**src/design/crf_pkg.sv**
```systemverilog
// Shared types and constants for the RGB LED crossfade unit.
package crf_pkg;

    // Palette and register file geometry
    localparam int PALETTE_DEPTH = 6;
    localparam int CFG_IDX_W     = 3;
    localparam int CFG_DATA_W    = 24;
    localparam int COLOR_W       = 24;
    localparam int CHAN_W        = 8;
    localparam int TIME_W        = 16;
    localparam int POS_W         = 3;

    // Divider: dividend holds an 8 x 16 product plus a rounding term
    localparam int DIV_DVD_W = COLOR_W + 1;
    localparam int DIV_DVS_W = TIME_W;
    localparam int DIV_CNT_W = $clog2(DIV_DVD_W + 1);

    // Register indexes
    localparam logic [CFG_IDX_W-1:0] REG_FADE_DURATION = 3'd0;
    localparam logic [CFG_IDX_W-1:0] REG_COLOR_COUNT   = 3'd1;
    localparam logic [CFG_IDX_W-1:0] REG_PALETTE_0     = 3'd2;

    // Reset values
    localparam logic [TIME_W-1:0]  FADE_RESET    = 16'd500;
    localparam logic [POS_W-1:0]   COUNT_RESET   = 3'd1;
    localparam logic [COLOR_W-1:0] PAL0_RESET    = 24'hFFFFFF;
    localparam logic [CHAN_W-1:0]  BRIGHT_RESET  = 8'd255;

    // Item operations
    typedef enum logic [2:0] {
        OP_TICK    = 3'd0,
        OP_NEXT    = 3'd1,
        OP_PREV    = 3'd2,
        OP_RESTART = 3'd3,
        OP_BRIGHT  = 3'd4
    } t_crf_op;

    // Sequencer states
    typedef enum logic [2:0] {
        S_IDLE,
        S_BLEND_MUL,
        S_BLEND_START,
        S_BLEND_WAIT,
        S_SCALE_MUL,
        S_SCALE_FIX,
        S_DONE
    } t_crf_state;

    typedef struct packed {
        logic [2:0] operation;
        logic [7:0] level;
    } t_crf_in;

    typedef struct packed {
        logic [7:0] pwm_red;
        logic [7:0] pwm_green;
        logic [7:0] pwm_blue;
        logic [2:0] color_index;
        logic       state_changed;
    } t_crf_out;

endpackage

```
**src/design/rgb_led_crossfade_unit.sv**
```systemverilog
// RGB LED crossfade: palette stepping, linear fade and brightness scaling.
// Most items run a multiply and a fix step per channel before the result is registered; a
// tick that advances a fade first spends, on each channel, a multiply, a divider start,
// a 25-step divide and the divider done cycle.
// Throughput: one item at a time; the input reopens in the same cycle as the result is
// registered, and stays closed while an earlier result still stalls.
// Synchronous active-low reset restores register defaults and fade state.
module rgb_led_crossfade_unit (
    input  logic                                i_clk,
    input  logic                                i_rst_n,
    input  logic                                i_in_valid,
    output logic                                o_in_stall,
    input  crf_pkg::t_crf_in                    i_in_data,
    output logic                                o_out_valid,
    input  logic                                i_out_stall,
    output crf_pkg::t_crf_out                   o_out_data,
    input  logic                                i_cfg_wr_en,
    input  logic [crf_pkg::CFG_IDX_W-1:0]       i_cfg_index,
    input  logic [crf_pkg::CFG_DATA_W-1:0]      i_cfg_data
);

    // Byte lane helpers, channel 0 is red in the top byte
    function automatic logic [7:0] chan_of(input logic [23:0] c, input logic [1:0] ch);
        logic [7:0] b;
        unique case (ch)
            2'd0:    b = c[23:16];
            2'd1:    b = c[15:8];
            default: b = c[7:0];
        endcase
        return b;
    endfunction

    function automatic logic [23:0] chan_set(input logic [23:0] c, input logic [1:0] ch,
                                             input logic [7:0] v);
        logic [23:0] r;
        r = c;
        unique case (ch)
            2'd0:    r[23:16] = v;
            2'd1:    r[15:8]  = v;
            default: r[7:0]   = v;
        endcase
        return r;
    endfunction

    // Configuration registers
    logic [crf_pkg::TIME_W-1:0]  r_fade;
    logic [crf_pkg::POS_W-1:0]   r_count;
    logic [crf_pkg::COLOR_W-1:0] r_pal [crf_pkg::PALETTE_DEPTH];

    // Fade state
    crf_pkg::t_crf_state         r_state, n_state;
    logic [1:0]                  r_ch, n_ch;
    logic [crf_pkg::COLOR_W-1:0] r_cur, n_cur;
    logic [crf_pkg::COLOR_W-1:0] r_start, n_start;
    logic [crf_pkg::COLOR_W-1:0] r_tgt, n_tgt;
    logic [crf_pkg::TIME_W-1:0]  r_elapsed, n_elapsed;
    logic [crf_pkg::POS_W-1:0]   r_pos, n_pos;
    logic [crf_pkg::CHAN_W-1:0]  r_bright, n_bright;
    logic                        r_changed, n_changed;
    logic                        r_neg, n_neg;
    logic                        r_out_valid, n_out_valid;

    // Datapath registers
    logic [crf_pkg::COLOR_W-1:0] r_prod, n_prod;
    logic [crf_pkg::COLOR_W-1:0] r_pwm, n_pwm;
    crf_pkg::t_crf_out           r_out, n_out;

    // Shared multiplier and divider signals
    logic [7:0]                          mul_a;
    logic [15:0]                         mul_b;
    logic [23:0]                         mul_p;
    logic                                div_start;
    logic [crf_pkg::DIV_DVD_W-1:0]       div_dividend;
    logic                                div_done;
    logic [crf_pkg::DIV_DVD_W-1:0]       div_quo;

    // Item decode helpers
    logic [crf_pkg::POS_W-1:0]   cnt_eff;
    logic [crf_pkg::POS_W-1:0]   cnt_m1;
    logic [crf_pkg::POS_W-1:0]   pos_sel;
    logic [crf_pkg::COLOR_W-1:0] pal_rd;
    logic [crf_pkg::TIME_W-1:0]  el_inc;
    logic [7:0]                  s_ch, t_ch, q8, blend;
    logic [16:0]                 scale_sum;

    assign mul_p = 24'(mul_a) * 24'(mul_b);

    crf_divider u_div (
        .i_clk      (i_clk),
        .i_rst_n    (i_rst_n),
        .i_start    (div_start),
        .i_dividend (div_dividend),
        .i_divisor  (r_fade),
        .o_done     (div_done),
        .o_quotient (div_quo)
    );

    // Register writes: the user must write only while idle; the block does not enforce it
    always_ff @(posedge i_clk) begin
        if (!i_rst_n) begin
            r_fade  <= crf_pkg::FADE_RESET;
            r_count <= crf_pkg::COUNT_RESET;
            for (int k = 0; k < crf_pkg::PALETTE_DEPTH; k++) begin
                r_pal[k] <= (k == 0) ? crf_pkg::PAL0_RESET : '0;
            end
        end else if (i_cfg_wr_en) begin
            if (i_cfg_index == crf_pkg::REG_FADE_DURATION) begin
                r_fade <= i_cfg_data[crf_pkg::TIME_W-1:0];
            end else if (i_cfg_index == crf_pkg::REG_COLOR_COUNT) begin
                r_count <= i_cfg_data[crf_pkg::POS_W-1:0];
            end else begin
                for (int k = 0; k < crf_pkg::PALETTE_DEPTH; k++) begin
                    if (4'(i_cfg_index) == 4'(k) + 4'(crf_pkg::REG_PALETTE_0)) begin
                        r_pal[k] <= i_cfg_data[crf_pkg::COLOR_W-1:0];
                    end
                end
            end
        end
    end

    // Effective palette size, clamped to one..depth
    always_comb begin
        if (r_count == '0) begin
            cnt_eff = crf_pkg::POS_W'(1);
        end else if (4'(r_count) > 4'(crf_pkg::PALETTE_DEPTH)) begin
            cnt_eff = crf_pkg::POS_W'(crf_pkg::PALETTE_DEPTH);
        end else begin
            cnt_eff = r_count;
        end
        cnt_m1 = cnt_eff - 1'b1;
    end

    // New palette position for colour steps
    always_comb begin
        unique case (i_in_data.operation)
            crf_pkg::OP_NEXT: pos_sel = (r_pos >= cnt_m1) ? '0 : r_pos + 1'b1;
            crf_pkg::OP_PREV: pos_sel = (r_pos == '0) ? cnt_m1 : r_pos - 1'b1;
            default:          pos_sel = '0;
        endcase
        pal_rd = '0;
        for (int k = 0; k < crf_pkg::PALETTE_DEPTH; k++) begin
            if (4'(pos_sel) == 4'(k)) begin
                pal_rd = r_pal[k];
            end
        end
        el_inc = (r_elapsed == '1) ? r_elapsed : r_elapsed + 1'b1;
    end

    // Sequencer
    always_comb begin
        n_state     = r_state;
        n_ch        = r_ch;
        n_cur       = r_cur;
        n_start     = r_start;
        n_tgt       = r_tgt;
        n_elapsed   = r_elapsed;
        n_pos       = r_pos;
        n_bright    = r_bright;
        n_changed   = r_changed;
        n_neg       = r_neg;
        n_prod      = r_prod;
        n_pwm       = r_pwm;
        n_out       = r_out;
        n_out_valid = r_out_valid && i_out_stall;

        mul_a        = '0;
        mul_b        = '0;
        div_start    = 1'b0;
        div_dividend = {1'b0, r_prod};

        s_ch      = chan_of(r_start, r_ch);
        t_ch      = chan_of(r_tgt, r_ch);
        q8        = div_quo[7:0];
        blend     = r_neg ? s_ch - q8 : s_ch + q8;
        scale_sum = 17'(r_prod[15:0]) + 17'(r_prod[15:8]) + 17'd1;

        unique case (r_state)
            crf_pkg::S_IDLE: begin
                if (i_in_valid) begin
                    n_changed = 1'b0;
                    n_ch      = '0;
                    n_state   = crf_pkg::S_SCALE_MUL;
                    unique case (i_in_data.operation)
                        crf_pkg::OP_TICK: begin
                            n_elapsed = el_inc;
                            if (r_cur != r_tgt) begin
                                if (el_inc >= r_fade) begin
                                    n_cur = r_tgt;
                                end else begin
                                    n_state = crf_pkg::S_BLEND_MUL;
                                end
                            end
                        end
                        crf_pkg::OP_NEXT, crf_pkg::OP_PREV, crf_pkg::OP_RESTART: begin
                            n_pos     = pos_sel;
                            n_tgt     = pal_rd;
                            n_start   = r_cur;
                            n_elapsed = '0;
                            n_changed = 1'b1;
                        end
                        crf_pkg::OP_BRIGHT: begin
                            n_bright  = i_in_data.level;
                            n_changed = 1'b1;
                        end
                        default: begin
                            // unused codes leave the state alone
                        end
                    endcase
                end
            end
            crf_pkg::S_BLEND_MUL: begin
                // magnitude of the channel difference times elapsed time
                n_neg   = (t_ch < s_ch);
                mul_a   = (t_ch < s_ch) ? s_ch - t_ch : t_ch - s_ch;
                mul_b   = r_elapsed;
                n_prod  = mul_p;
                n_state = crf_pkg::S_BLEND_START;
            end
            crf_pkg::S_BLEND_START: begin
                // falling channel rounds the quotient up
                div_start    = 1'b1;
                div_dividend = {1'b0, r_prod} +
                               (r_neg ? crf_pkg::DIV_DVD_W'(r_fade) - 1'b1 : '0);
                n_state      = crf_pkg::S_BLEND_WAIT;
            end
            crf_pkg::S_BLEND_WAIT: begin
                if (div_done) begin
                    n_cur = chan_set(r_cur, r_ch, blend);
                    if (r_ch == 2'd2) begin
                        n_ch    = '0;
                        n_state = crf_pkg::S_SCALE_MUL;
                    end else begin
                        n_ch    = r_ch + 1'b1;
                        n_state = crf_pkg::S_BLEND_MUL;
                    end
                end
            end
            crf_pkg::S_SCALE_MUL: begin
                mul_a   = chan_of(r_cur, r_ch);
                mul_b   = {8'd0, r_bright};
                n_prod  = mul_p;
                n_state = crf_pkg::S_SCALE_FIX;
            end
            crf_pkg::S_SCALE_FIX: begin
                // exact floor(x / 255) for x up to 255 * 255
                n_pwm = {r_pwm[15:0], scale_sum[15:8]};
                if (r_ch == 2'd2) begin
                    n_state = crf_pkg::S_DONE;
                end else begin
                    n_ch    = r_ch + 1'b1;
                    n_state = crf_pkg::S_SCALE_MUL;
                end
            end
            crf_pkg::S_DONE: begin
                if (!r_out_valid || !i_out_stall) begin
                    n_out.pwm_red       = r_pwm[23:16];
                    n_out.pwm_green     = r_pwm[15:8];
                    n_out.pwm_blue      = r_pwm[7:0];
                    n_out.color_index   = r_pos;
                    n_out.state_changed = r_changed;
                    n_out_valid         = 1'b1;
                    n_state             = crf_pkg::S_IDLE;
                end
            end
            default: begin
                n_state = crf_pkg::S_IDLE;
            end
        endcase
    end

    // State registers
    always_ff @(posedge i_clk) begin
        if (!i_rst_n) begin
            r_state     <= crf_pkg::S_IDLE;
            r_ch        <= '0;
            r_cur       <= '0;
            r_start     <= '0;
            r_tgt       <= '0;
            r_elapsed   <= '0;
            r_pos       <= '0;
            r_bright    <= crf_pkg::BRIGHT_RESET;
            r_changed   <= 1'b0;
            r_neg       <= 1'b0;
            r_out_valid <= 1'b0;
        end else begin
            r_state     <= n_state;
            r_ch        <= n_ch;
            r_cur       <= n_cur;
            r_start     <= n_start;
            r_tgt       <= n_tgt;
            r_elapsed   <= n_elapsed;
            r_pos       <= n_pos;
            r_bright    <= n_bright;
            r_changed   <= n_changed;
            r_neg       <= n_neg;
            r_out_valid <= n_out_valid;
        end
    end

    // Payload registers
    always_ff @(posedge i_clk) begin
        r_prod <= n_prod;
        r_pwm  <= n_pwm;
        r_out  <= n_out;
    end

    assign o_in_stall  = (r_state != crf_pkg::S_IDLE);
    assign o_out_valid = r_out_valid;
    assign o_out_data  = r_out;

endmodule

```
**src/design/crf_divider.sv**
```systemverilog
// Restoring divider, one quotient bit per cycle.
module crf_divider (
    input  logic                               i_clk,
    input  logic                               i_rst_n,
    input  logic                               i_start,
    input  logic [crf_pkg::DIV_DVD_W-1:0]      i_dividend,
    input  logic [crf_pkg::DIV_DVS_W-1:0]      i_divisor,
    output logic                               o_done,
    output logic [crf_pkg::DIV_DVD_W-1:0]      o_quotient
);

    logic                               r_busy;
    logic                               r_done;
    logic [crf_pkg::DIV_CNT_W-1:0]      r_cnt;
    logic [crf_pkg::DIV_DVD_W-1:0]      r_quo;
    logic [crf_pkg::DIV_DVS_W-1:0]      r_rem;
    logic [crf_pkg::DIV_DVS_W-1:0]      r_dvs;

    logic [crf_pkg::DIV_DVS_W:0]        trial;
    logic [crf_pkg::DIV_DVS_W:0]        diff;
    logic                               fits;
    logic [crf_pkg::DIV_DVS_W-1:0]      n_rem;
    logic [crf_pkg::DIV_DVD_W-1:0]      n_quo;

    // One shift-and-subtract step
    always_comb begin
        trial = {r_rem, r_quo[crf_pkg::DIV_DVD_W-1]};
        diff  = trial - {1'b0, r_dvs};
        fits  = (trial >= {1'b0, r_dvs});
        n_rem = fits ? diff[crf_pkg::DIV_DVS_W-1:0] : trial[crf_pkg::DIV_DVS_W-1:0];
        n_quo = {r_quo[crf_pkg::DIV_DVD_W-2:0], fits};
    end

    // Control
    always_ff @(posedge i_clk) begin
        if (!i_rst_n) begin
            r_busy <= 1'b0;
            r_done <= 1'b0;
            r_cnt  <= '0;
        end else begin
            r_done <= 1'b0;
            if (i_start) begin
                r_busy <= 1'b1;
                r_cnt  <= crf_pkg::DIV_CNT_W'(crf_pkg::DIV_DVD_W);
            end else if (r_busy) begin
                r_cnt <= r_cnt - 1'b1;
                if (r_cnt == crf_pkg::DIV_CNT_W'(1)) begin
                    r_busy <= 1'b0;
                    r_done <= 1'b1;
                end
            end
        end
    end

    // Datapath
    always_ff @(posedge i_clk) begin
        if (i_start) begin
            r_quo <= i_dividend;
            r_rem <= '0;
            r_dvs <= i_divisor;
        end else if (r_busy) begin
            r_quo <= n_quo;
            r_rem <= n_rem;
        end
    end

    assign o_done     = r_done;
    assign o_quotient = r_quo;

endmodule

```
**config.mk**
```make
export PLATFORM = sky130hd
export DESIGN_NAME = rgb_led_crossfade_unit
export DESIGN_NICKNAME = d
export VERILOG_FILES = /design/src/design/crf_pkg.sv /design/src/design/rgb_led_crossfade_unit.sv /design/src/design/crf_divider.sv
export SDC_FILE = /design/constraint.sdc
export NUM_CORES = 1
export LEC_CHECK = 0
export BUFFER_PORTS_ARGS = -buffer_cell sky130_fd_sc_hd__buf_2
export CORE_ASPECT_RATIO = 0.8
export CORE_MARGIN = 1
export CORE_UTILIZATION = 60
export CTS_CLUSTER_SIZE = 14
export DETAILED_ROUTE_END_ITERATION = 8
export GPL_ROUTABILITY_DRIVEN = 0
export PLACE_DENSITY_LB_ADDON = 0.25
export SYNTH_ARGS = -nofsm -noshare
export SYNTH_HDL_FRONTEND = slang
export SYNTH_SLANG_ARGS = --single-unit
```
**constraint.sdc**
```tcl
create_clock -name i_clk -period 24.7 [get_ports i_clk]
set_input_delay 1.235 -clock i_clk [delete_from_list [all_inputs] [get_ports i_clk]]
set_output_delay 1.235 -clock i_clk [all_outputs]
set_load 0.05 [all_outputs]
```
## After elaboration in Yosys (flattened, before gate mapping)

Memory sizes are Yosys's and may differ from the RTL's.
Cells that the tools add are included.

| operators by class | value |
|---|---|
| $add $sub $neg | 15 |
| $mul | 1 |
| magnitude comparators | 5 |
| equal/unequal tests | 37 |
| mux-type cells | 101 |
| bitwise gates (word level) | 9 |
| reductions and logical operators | 34 |

Operators with widths:

| operator | count |
|---|---|
| $mux 24 | 17 |
| $mux 25 | 4 |
| $pmux 16 s2 | 2 |
| $pmux 8 s2 | 4 |
| $pmux 24 s2 | 1 |
| $mux 1 | 45 |
| $mux 8 | 5 |
| $mux 3 | 11 |
| $add 16x1->16 const B | 2 |
| $mux 16 | 2 |
| $eq 3x3->1 const B | 10 |
| $add 24x25->25 | 1 |
| $eq 3x2->1 const B | 8 |
| $mul 8x16->24 | 1 |
| $ne 24x24->1 | 1 |
| $sub 8x8->8 | 3 |
| $pmux 3 s7 | 1 |
| $reduce_and 7->1 | 3 |
| $logic_not 3->1 | 6 |
| $ge 17x16->1 | 1 |
| $sub 16x1->17 const B | 1 |
| $add 16x8->16 | 1 |
| $eq 16x16->1 const B | 1 |
| $ge 16x16->1 | 1 |
| other kinds (33) | 70 |

| storage, ports and cells | value |
|---|---|
| bits in registers | 266 |
| memory bits (writable) | 144 |
| input bits | 43 |
| output and inout port bits | 30 |
| memories | 1 |

Memory list:

| memory | depth | bits a word | rd ports | clocked after Yosys merged registers in | write ports | line | source |
|---|---|---|---|---|---|---|---|
| r_pal | 6 | 24 | 6 | 0 | 6 | rgb_led_crossfade_unit.sv:48 | `logic [crf_pkg::COLOR_W-1:0] r_pal [crf_pkg::PALETTE_DEPTH];` |

## Logic depth before layout (Yosys ltp)

| logic depth | value |
|---|---|
| depth in word-level cells | 14 |
| gate-level depth with buffers | 35 |
| mapped depth without buffers | 32 |

## Modules after synthesis

Synthesis repeated with hierarchy kept, for this count alone.

| unflattened totals | value |
|---|---|
| cells, all modules | 2754 |
| area total of the unflattened synthesis | 26255.2 um2 |

Modules (own cells, without submodules):

| module | instances | cells an instance | area each (um2) | seq. area each (um2) |
|---|---|---|---|---|
| rgb_led_crossfade_unit | 1 | 2423 | 22745.6 | 9128.8 |
| crf_divider | 1 | 331 | 3509.6 | 1691.6 |

## Worst setup path after synthesis

OpenSTA, ideal clock, no wires.

| path | value |
|---|---|
| path type | register to register |
| start | register r_ch[1] |
| end | register r_prod[22] (netlist bit), data pin |
| setup time | 0.258 ns |
| arrival time | 7.736 ns |
| data required time | 24.442 ns |
| path slack | 16.707 ns |
| cell stages (with the launch flop) | 33 |
| path buffers | 4 |
| cell sequence | dfxtp_1 > inv_1 > ha_1 > buf_2 > buf_2 > buf_1 > a22o_1 > a21o_1 > inv_1 > fa_1 > a41o_1 > a41oi_2 > mux2i_1 > xnor2_1 > a21oi_1 > buf_2 > nor2_1 > fa_1 > fa_1 > fa_1 > inv_1 > fa_1 > inv_1 > ha_1 > a21o_1 > a21o_1 > a21o_1 > a21oi_1 > o21ai_0 > or4_1 > a31o_2 > a21oi_1 > xnor2_1 |

| between the ends | value |
|---|---|
| cells in the longest elaborated chain, start to end | 6 |
| elaborated cells on any way between the ends | 11 |

Ends and longest elaborated chain:

| what | line | source |
|---|---|---|
| start: declaration | rgb_led_crossfade_unit.sv:52 | `logic [1:0] r_ch, n_ch;` |
| start signal: assignment | rgb_led_crossfade_unit.sv:287 | `r_ch <= n_ch;` |
| $eq 2x1->1 or $logic_not 2->1 (tied branches) | rgb_led_crossfade_unit.sv:25 | `unique case (ch)` |
| $pmux 8 s2 | rgb_led_crossfade_unit.sv:25 |  |
| $sub 8x8->8 or $lt 8x8->1 (tied branches) | rgb_led_crossfade_unit.sv:214 | `mul_a = (t_ch < s_ch) ? s_ch - t_ch : t_ch - s_ch;` |
| $mux 8 | rgb_led_crossfade_unit.sv:214 |  |
| $pmux 8 s2 (*) | rgb_led_crossfade_unit.sv:177 | `unique case (r_state)` |
| $mul 8x16->24 (*) | rgb_led_crossfade_unit.sv:86 | `assign mul_p = 24'(mul_a) * 24'(mul_b);` |
| via mul_p[22] | rgb_led_crossfade_unit.sv:71 | `logic [23:0] mul_p;` |
| end signal: assignment | rgb_led_crossfade_unit.sv:302 | `r_prod <= n_prod;` |
| end: declaration | rgb_led_crossfade_unit.sv:64 | `logic [crf_pkg::COLOR_W-1:0] r_prod, n_prod;` |

Mark *: on every way through the listed nets, which the timed path passes. The rest lies on a longest branch.
A chain may end at the register's enable or synchronous reset.

## Final worst setup path

| path | value |
|---|---|
| start | register r_ch[0] |
| end | register r_prod[22] (netlist bit), data pin |

Same word-level chain as after synthesis.

==> impl_metrics.tcl <==
set metrics [dict create \
    drt_first_pass_iters 6 \
    die-area_um2 42440 \
    synthArstFlopShare_pct 0 \
    crit_type "reg -> reg" \
    setup_tns_ps 0 \
    worst_pin_slew_ps 1145 \
    post-route-util_pct 66.96 \
    critPathMaxStageDelay_ps 670 \
    ys_seq_area_share_pct 43.34 \
    insertion_delay_ps 570 \
    final_cells 3120 \
    p_per_area_nw_per_um2 77.61 \
    core.rowCount 66 \
    synth_area_um2 24970 \
    netlist_instances 2504 \
    cts_sinks 410 \
    cap_violations 0 \
    start_util_pct 61.20 \
    layout_common_cells "edfxtp_1 (261), nand2_1 (245), nor2_1 (199), inv_1 (189), a21oi_1 (174)" \
    grt_setup_unrepaired "no" \
    hold_viol 0 \
    status "complete, no violations" \
    crit_fanout 33 \
    die_w_um 230.1 \
    grt_max_degree 73 \
    crit_path_start "r_ch[0]$_SDFFE_PN0P_" \
    critPathArrivalTime_ps 9400 \
    route.detailed.drc 0 \
    crit_top_cell "a21oi_1" \
    yosysUniqueCellTypes 79 \
    grt_pass1_wl_um 103900 \
    drive_gt1_share_pct 9.666 \
    hold_path.class "reg -> reg" \
    drt-initial-drc-count 2538 \
    holdPathStages 0 \
    pre_cts_slack_ps 15820 \
    grt-ovfl-total 0 \
    r2r_cells 31 \
    synth_edf_count 261 \
    cts_resized 0 \
    synth-main-ff-cell "edfxtp_1" \
    die_y_um 184.5 \
    drt-total-wl_um 66430 \
    h-tree-depth 2 \
    timing.hold.ws_ps 421.2 \
    portBuffers 72 \
    max-vdd-ir-drop_uv 56.26 \
    slew_viol_final 0 \
    register_area_um2 10820 \
    worst_slack_ps 15610 \
    slowest_stage "nor2_1" \
    fill_cells 3109 \
    grt_pass1_vias 18700 \
    final_common_cell "edfxtp_1" \
    dp_cells 3044 \
    skew_ps 28.71 \
    antenna_found_initial 1 \
    reg2reg_to "r_prod[22]$_DFFE_PN_" \
    setup_violations 0 \
    cts_tree "yes" \
    power_leakage_uw 0.01119 \
    area_growth_pct 9.416 \
    root_buffer "clkbuf_16" \
    antenna_cells 0 \
    endpoint "r_prod[22]$_DFFE_PN_" \
    yosysWarnings 0 \
    start_kind "register" \
    drt-wirelength-per-cell_um 21.29 \
    synth_area_per_cell_um2 9.971 \
    grt.total_usage_pct 31.38 \
    drtAntennaViolNets 0 \
    slew_headroom_pct 23.61 \
    postCtsSetupBuffers 0 \
    multi_input_area_um2 13200 \
    fmax_mhz 110.0 \
    worstReg2RegStart "r_ch[0]$_SDFFE_PN0P_" \
    num_vias 19550 \
    clk_pin_slew_ps 60 \
    numCtsBuffers 41 \
    rrSetupSlack_ps 15610 \
    core_area_um2 40790 \
    hpwl_um 47960 \
    period_share_pct 36.79 \
    min_period_ps 9088 \
    fin_nets 2812 \
    hold_buffers 0 \
    worstPathRequired_ps 25010 \
    end_kind "register" \
    clk_path_buf_depth 3 \
    yosys_register_bits 410 \
    vias_per_cell 6.266 \
    syn-num-nets 2773 \
    pin_count 73 \
]
-- through the flow --
| stage | power, uW | cell area, um^2 |
|---|---|---|
| 4_1_cts | 2108 | 27320 |
| 5_1_grt | 2214 | 27320 |
| 3_5_place_dp | 1494 | 25980 |
| 2_1_floorplan | 1323 | 24970 |
| 6_report | 2120 | 27320 |
| 3_3_place_gp | 1474 | 25980 |
-- synth_stat cells, types with 11 or more instances --
master	count	area, um^2
a211oi_1	16	120.1
mux2i_1	28	280.3
xnor2_1	84	735.7
nand2b_1	21	131.4
a221oi_1	20	175.2
mux4_2	21	473.0
nor2_1	205	769.5
ha_1	137	1714
a21oi_1	176	880.8
a22oi_1	20	150.1
a31oi_1	23	143.9
o21a_1	11	82.58
nor2b_1	16	100.1
clkbuf_1	88	330.3
fa_1	89	1782
nand4_1	24	150.1
o21ai_0	141	705.7
a22o_1	20	175.2
and3_1	17	106.4
nand3_1	36	180.2
or2_2	12	75.07
nor4_1	12	75.07
a21o_1	36	270.3
or3_1	37	231.5
dfxtp_1	149	2983
edfxtp_1	261	7838
and2_1	144	900.9
o211ai_1	14	105.1
nor3_1	40	200.2
xor2_1	47	411.6
nand2_1	246	923.4
inv_1	187	701.9
-- kinds of logic after synthesis --
group	count (synthesis)	share of synthesized area, %
xor+xnor	133	4.726
simple gates	838	16.27
mux	53	3.197
buf+inv	294	4.545
fa+ha+maj	229	14.12
flops	410	43.34
compound gates	547	13.80
-- final cells by class --
| type | count | area share [%] |
|---|---|---|
| clock buffers | 59 | 4.420 |
| clock inverters | 17 | 0.4580 |
| inverters | 190 | 2.611 |
| multi-input cells | 1800 | 48.32 |
| flip-flops and latches | 410 | 39.61 |
| well taps | 544 | 2.492 |
| repair buffers | 100 | 2.089 |
-- critical path, delay by kind of cell, from the launching register on --
family	cells	cell delay [ps]
buffers and inverters	5	740
XOR/XNOR	2	540
AO/OA/AOI/OAI	13	2810
adder cells (fa/ha/maj)	7	3080
AND/OR/NAND/NOR	4	1300
flip-flops	1	330
-- metal layers --
metal,global-route usage [%],wire (um),vias to the layer above
met1,46.52,28460,9425
met2,46.67,28460,1115
met3,6.358,7741,137
met4,8.768,1769,0
li1,-,-,8874
met5,0,0,-
-- flip-flops by register name, summed over array words and instances, names as in the netlist, 2 cells and up --
register	flops
r_pal	144
u_div.r_rem	16
r_bright	8
r_elapsed	16
r_pwm	24
o_out_data	28
r_count	3
r_cur	24
u_div.o_quotient	25
r_start	24
r_ch	2
u_div.r_cnt	5
r_fade	16
u_div.r_dvs	16
r_pos	3
r_state	3
r_tgt	24
r_prod	24
-- power breakdown --
group          switching (uW)  internal [uW]
sequential               69.8            820
clock                     272            344
combinational             391            221
-- worst min path at each step --
stage	from	end	slack, ps
floorplan	r_pwm[16]$_DFFE_PN_	o_out_data[20]$_DFFE_PP_	400
global placement	r_pwm[18]$_DFFE_PN_	o_out_data[22]$_DFFE_PP_	400
detailed placement	r_pwm[18]$_DFFE_PN_	o_out_data[22]$_DFFE_PP_	410
CTS	r_pwm[18]$_DFFE_PN_	o_out_data[22]$_DFFE_PP_	420
global route	r_pwm[19]$_DFFE_PN_	o_out_data[23]$_DFFE_PP_	430
finish	r_pwm[20]$_DFFE_PN_	o_out_data[24]$_DFFE_PP_	420
Power figures use the tool's default switching activity.
